`src/hw/rtl/fcce_pkg.sv`:
```
// Package with shared types and constants of the cluster chain engine.
`default_nettype none
package fcce_pkg;
  localparam int unsigned TableEntries = 4096;
  localparam int unsigned IdxW = $clog2(TableEntries);
  localparam logic [27:0] EntryEoc = 28'hFFFFFFF;
  localparam logic [27:0] EocLow = 28'hFFFFFF8;
  localparam logic [11:0] CountMax = 12'hFFF;
  localparam logic [11:0] TotalReset = 12'd4094;
  localparam int unsigned QDepth = 2;

  typedef enum logic [1:0] {
    MODE_READ  = 2'd0,
    MODE_WRITE = 2'd1,
    MODE_ALLOC = 2'd2,
    MODE_FREE  = 2'd3
  } mode_e;

  typedef enum logic [1:0] {
    ST_OK      = 2'd0,
    ST_FULL    = 2'd1,
    ST_INVALID = 2'd2
  } status_e;

  typedef struct packed {
    mode_e       mode;
    logic [27:0] cluster;
    logic [31:0] value;
    logic        link_prev;
    logic        in_table;
  } cmd_t;

  typedef struct packed {
    status_e     status;
    logic [27:0] result_cluster;
    logic [27:0] entry_value;
    logic [11:0] freed_count;
  } rsp_t;
endpackage
`default_nettype wire

```
`src/hw/rtl/fcce_front.sv`:
```
// Front end: accepts operations, decodes them and queues them for the engine.
`default_nettype none
module fcce_front (
  input  wire logic           clk_i,
  input  wire logic           rst_ni,
  input  wire logic           in_valid_i,
  output logic                in_ready_o,
  input  wire logic [1:0]     mode_i,
  input  wire logic [27:0]    cluster_i,
  input  wire logic [31:0]    value_i,
  input  wire logic           link_prev_i,
  output logic                cmd_valid_o,
  input  wire logic           cmd_ready_i,
  output fcce_pkg::cmd_t      cmd_o
);
  fcce_pkg::cmd_t q_mem [fcce_pkg::QDepth];
  logic       wr_ptr_q, wr_ptr_d, rd_ptr_q, rd_ptr_d;
  logic [1:0] cnt_q, cnt_d;
  logic       push, pop;
  fcce_pkg::cmd_t cmd_in;

  always_comb begin
    cmd_in.mode      = fcce_pkg::mode_e'(mode_i);
    cmd_in.cluster   = cluster_i;
    cmd_in.value     = value_i;
    cmd_in.link_prev = link_prev_i;
    cmd_in.in_table  = (cluster_i[27:fcce_pkg::IdxW] == '0);
  end

  assign in_ready_o  = (cnt_q != 2'(fcce_pkg::QDepth));
  assign push        = in_valid_i && in_ready_o;
  assign cmd_valid_o = (cnt_q != 2'd0);
  assign pop         = cmd_valid_o && cmd_ready_i;
  assign cmd_o       = q_mem[rd_ptr_q];
  assign wr_ptr_d    = push ? ~wr_ptr_q : wr_ptr_q;
  assign rd_ptr_d    = pop ? ~rd_ptr_q : rd_ptr_q;
  assign cnt_d       = cnt_q + {1'b0, push} - {1'b0, pop};

  always_ff @(posedge clk_i) begin
    if (push) begin
      q_mem[wr_ptr_q] <= cmd_in;
    end
  end

  always_ff @(posedge clk_i or negedge rst_ni) begin
    if (!rst_ni) begin
      wr_ptr_q <= 1'b0;
      rd_ptr_q <= 1'b0;
      cnt_q    <= 2'd0;
    end else begin
      wr_ptr_q <= wr_ptr_d;
      rd_ptr_q <= rd_ptr_d;
      cnt_q    <= cnt_d;
    end
  end
endmodule
`default_nettype wire

```
`config.mk`:
```
export PLATFORM = sky130hd
export DESIGN_NAME = fcce_front
export DESIGN_NICKNAME = d
export VERILOG_FILES = /design/src/hw/rtl/fcce_pkg.sv /design/src/hw/rtl/fcce_front.sv
export SDC_FILE = /design/constraint.sdc
export NUM_CORES = 1
export LEC_CHECK = 0
export CELL_PAD_IN_SITES_DETAIL_PLACEMENT = 2
export CELL_PAD_IN_SITES_GLOBAL_PLACEMENT = 2
export CORE_UTILIZATION = 28
export DETAILED_ROUTE_END_ITERATION = 8
export DONT_BUFFER_PORTS = 1
export GPL_TIMING_DRIVEN = 0
export MAX_ROUTING_LAYER = met4
export PLACE_DENSITY = 0.52
export SLEW_MARGIN = 15
export SYNTH_ARGS = -nofsm -noshare
export SYNTH_HDL_FRONTEND = slang
export SYNTH_SLANG_ARGS = --single-unit
```
`constraint.sdc`:
```
create_clock -name clk_i -period 5 [get_ports clk_i]
set_input_delay 0 -clock clk_i [delete_from_list [all_inputs] [get_ports clk_i]]
set_output_delay 0 -clock clk_i [all_outputs]
set_load 0.1 [all_outputs]
```
==> results.cfg <==
[run_status]
run_status = finished clean

[final_layout]
fillers = 1654
final_nets = 379
diodes = 0
syn2layout_area_growth_pct = 31.1
drive_above_1_share_pct = 32.4

[floorplanning]
initial_core_util_pct = 28.9
ios = 133
std_cell_rows = 48
die-height_um = 136
core_area_mm2 = 0.0175
die_area_mm2 = 0.0186
die_w_um = 136

[sta]
tightest_slew_ns = 1.12
slew_headroom_pct = 25.5
skew_ns = 0.00593
finalHoldViolations = 0
fin_hold_ws_ns = 0.101
period_needed_ns = 2.74
setup_violations = 0
drv_slew = 0
rsz0062_at_grt = false
fmax_mhz = 365
period_share_pct = 54.8
setup_tns_ns = 0

[synthesis]
ys_top_cells_by_count = 128 x edfxtp_1, 50 x mux2_4, 14 x mux2_2
synthesis.nets = 290
synth_edf_count = 128
ys_types = 18
synth-main-ff-cell = edfxtp_1
synthCells = 221
synth_mux_area_share_pct = 18.0
ys_warn_count = 0
synth_compound_area_share_pct = 0
synth_top_area_cell = edfxtp_1
synthTopCellsByArea = edfxtp_1 76%, mux2_4 15%, mux2_2 3.1%
synth.avg_cell_area_um2 = 22.9
syn_area_mm2 = 0.00506
synth_fa_ha_area_share_pct = 0.495
synth_top_family_by_area = multiplexers
synth-seq-cells = 132
synth_most_common_cell = edfxtp_1
ys_async_sr_fraction_pct = 3.03
synthSimpleGateAreaFrac_pct = 1.36
synth_top_area_share_pct = 76.0
synth-xor-area-share_pct = 0.693
yosysSeqAreaShare_pct = 78.0

[clock_tree]
post-cts-setup-buffer-count = 0
cts.sinks = 132
root_buffer = clkbuf_16
clk_latency_ns = 0.40
cts_max_path_buffers = 2
cts_tree = yes
cts_buffers = 17
path_clk_slew_ns = 0.06
htree_num_levels = 4

[placed_design]
portBuffers = 0
gp_congestion = 0.665
hpwl_mm = 6.24

[route]
wl_per_cell_um = 17.2
ant_nets = 0
drc = 0
vias_per_cell = 4.24
drt_iter0_drc = 50
drt_wl_total_mm = 9.39
drtPass1Iterations = 4
via_count = 2314

[grt]
grt_max_degree = 35
grt_usage_pct = 11.1
grt_first_pass_wirelength_mm = 14.2
grt_pass1_vias = 2687
antenna_found_initial = 0
grt_overflow = 0

[critical_path]
crit_buf_inv = 1
start_kind = flip-flop
cp_data_arrival_time_ns = 2.84
crit_fanout = 25
cp_top_family = simple AND/OR/NAND/NOR gates
criticalPathCategory = reg2reg
cpPeakStageDelay_ns = 0.87
r2r_slack_ns = 2.26
endpoint_kind = flip-flop
path_cells = nand2b_1 -> nand2_1 -> nor2_4 -> buf_12
required_ns = 5.10
slowest_stage = nand2b_1

[min_path]
hold_class = in2reg

[run]
drv_cap = 0
final timing paths:
check,from,depth (start not counted),endpoint
min in group asynchronous,rst_ni,2,cnt_q[1]$_DFF_PN0_
setup reg to reg,cnt_q[0]$_DFF_PN0_,4,q_mem[0][17]$_DFFE_PP_
hold reg to reg,cnt_q[0]$_DFF_PN0_,1,cnt_q[0]$_DFF_PN0_
hold / removal,in_valid_i,1,q_mem[1][5]$_DFFE_PP_
max in group asynchronous,rst_ni,2,rd_ptr_q$_DFFE_PN0P_
setup / recovery,cnt_q[0]$_DFF_PN0_,4,q_mem[0][17]$_DFFE_PP_
timing repair:
item | CTS | global route
hold buffers | 67 | 0
gates resized for setup | 0 | 0
hold endpoints to repair | 135 | 0
setup endpoints to repair | 0 | 0
per-layer routing:
layer / global-route usage, % / vias to the layer above / share of wire (%)
li1: - / 1054 / -
met3: 4.06 / 12 / 6.3
met1: 11.3 / 1159 / 40
met5: - / - / 0
met4: 5.19 / 0 / 1.7
met2: 18.8 / 89 / 52
area by class of cell:
class / count / area (um^2) / share of cell area [%]
Tap cell: 225 / 282 / 4.25
Timing Repair Buffer: 70 / 731 / 11.0
Clock inverter: 10 / 111 / 1.68
Inverter: 1 / 3.75 / 0.0566
Sequential cell: 132 / 3940 / 59.5
Buffer: 7 / 72.6 / 1.09
Multi-Input combinational cell: 81 / 1050 / 15.8
Clock buffer: 20 / 437 / 6.59
metrics by stage:
stage,setup slack [ns],instances,cell area (um^2),utilization (%)
floorplan,0.398,221,5060,-
global placement,-1.62,446,5340,30.5
detailed placement,2.20,449,5410,31.0
CTS,2.19,546,6630,37.9
global route,2.13,546,6630,37.9
finish,2.26,546,6630,37.9
sequential cells by signal, summed over array words and instances (netlist names):
register,flops
rd_ptr_q,1
q_mem,128
wr_ptr_q,1
cnt_q,2
cell usage in the layout (no fill, tap or decap), drive strengths merged:
cell         netlist  routed
or2                1       1
mux2              64      64
dfrtp              4       4
and2               1       1
edfxtp           128     128
clkinvlp           0       3
nand2b             1       1
ha                 2       2
inv                1       1
xnor2              3       3
and3               1       1
clkinv             0       5
clkbuf             0      20
dlygate4sd3        0      67
and4               1       1
xor2               1       1
bufinv             0       2
nand2              1       1
nor4               4       4
nor2               1       1
buf                7      10
logic make-up after synthesis:
group         after synthesis
xor+xnor                    4
fa+ha+maj                   2
buf+inv                     8
flops                     132
mux                        64
simple gates               11
Power is left out: the tool's default activity adds up to more than one toggle a clock period on the data nets, which glitch-free logic cannot reach.
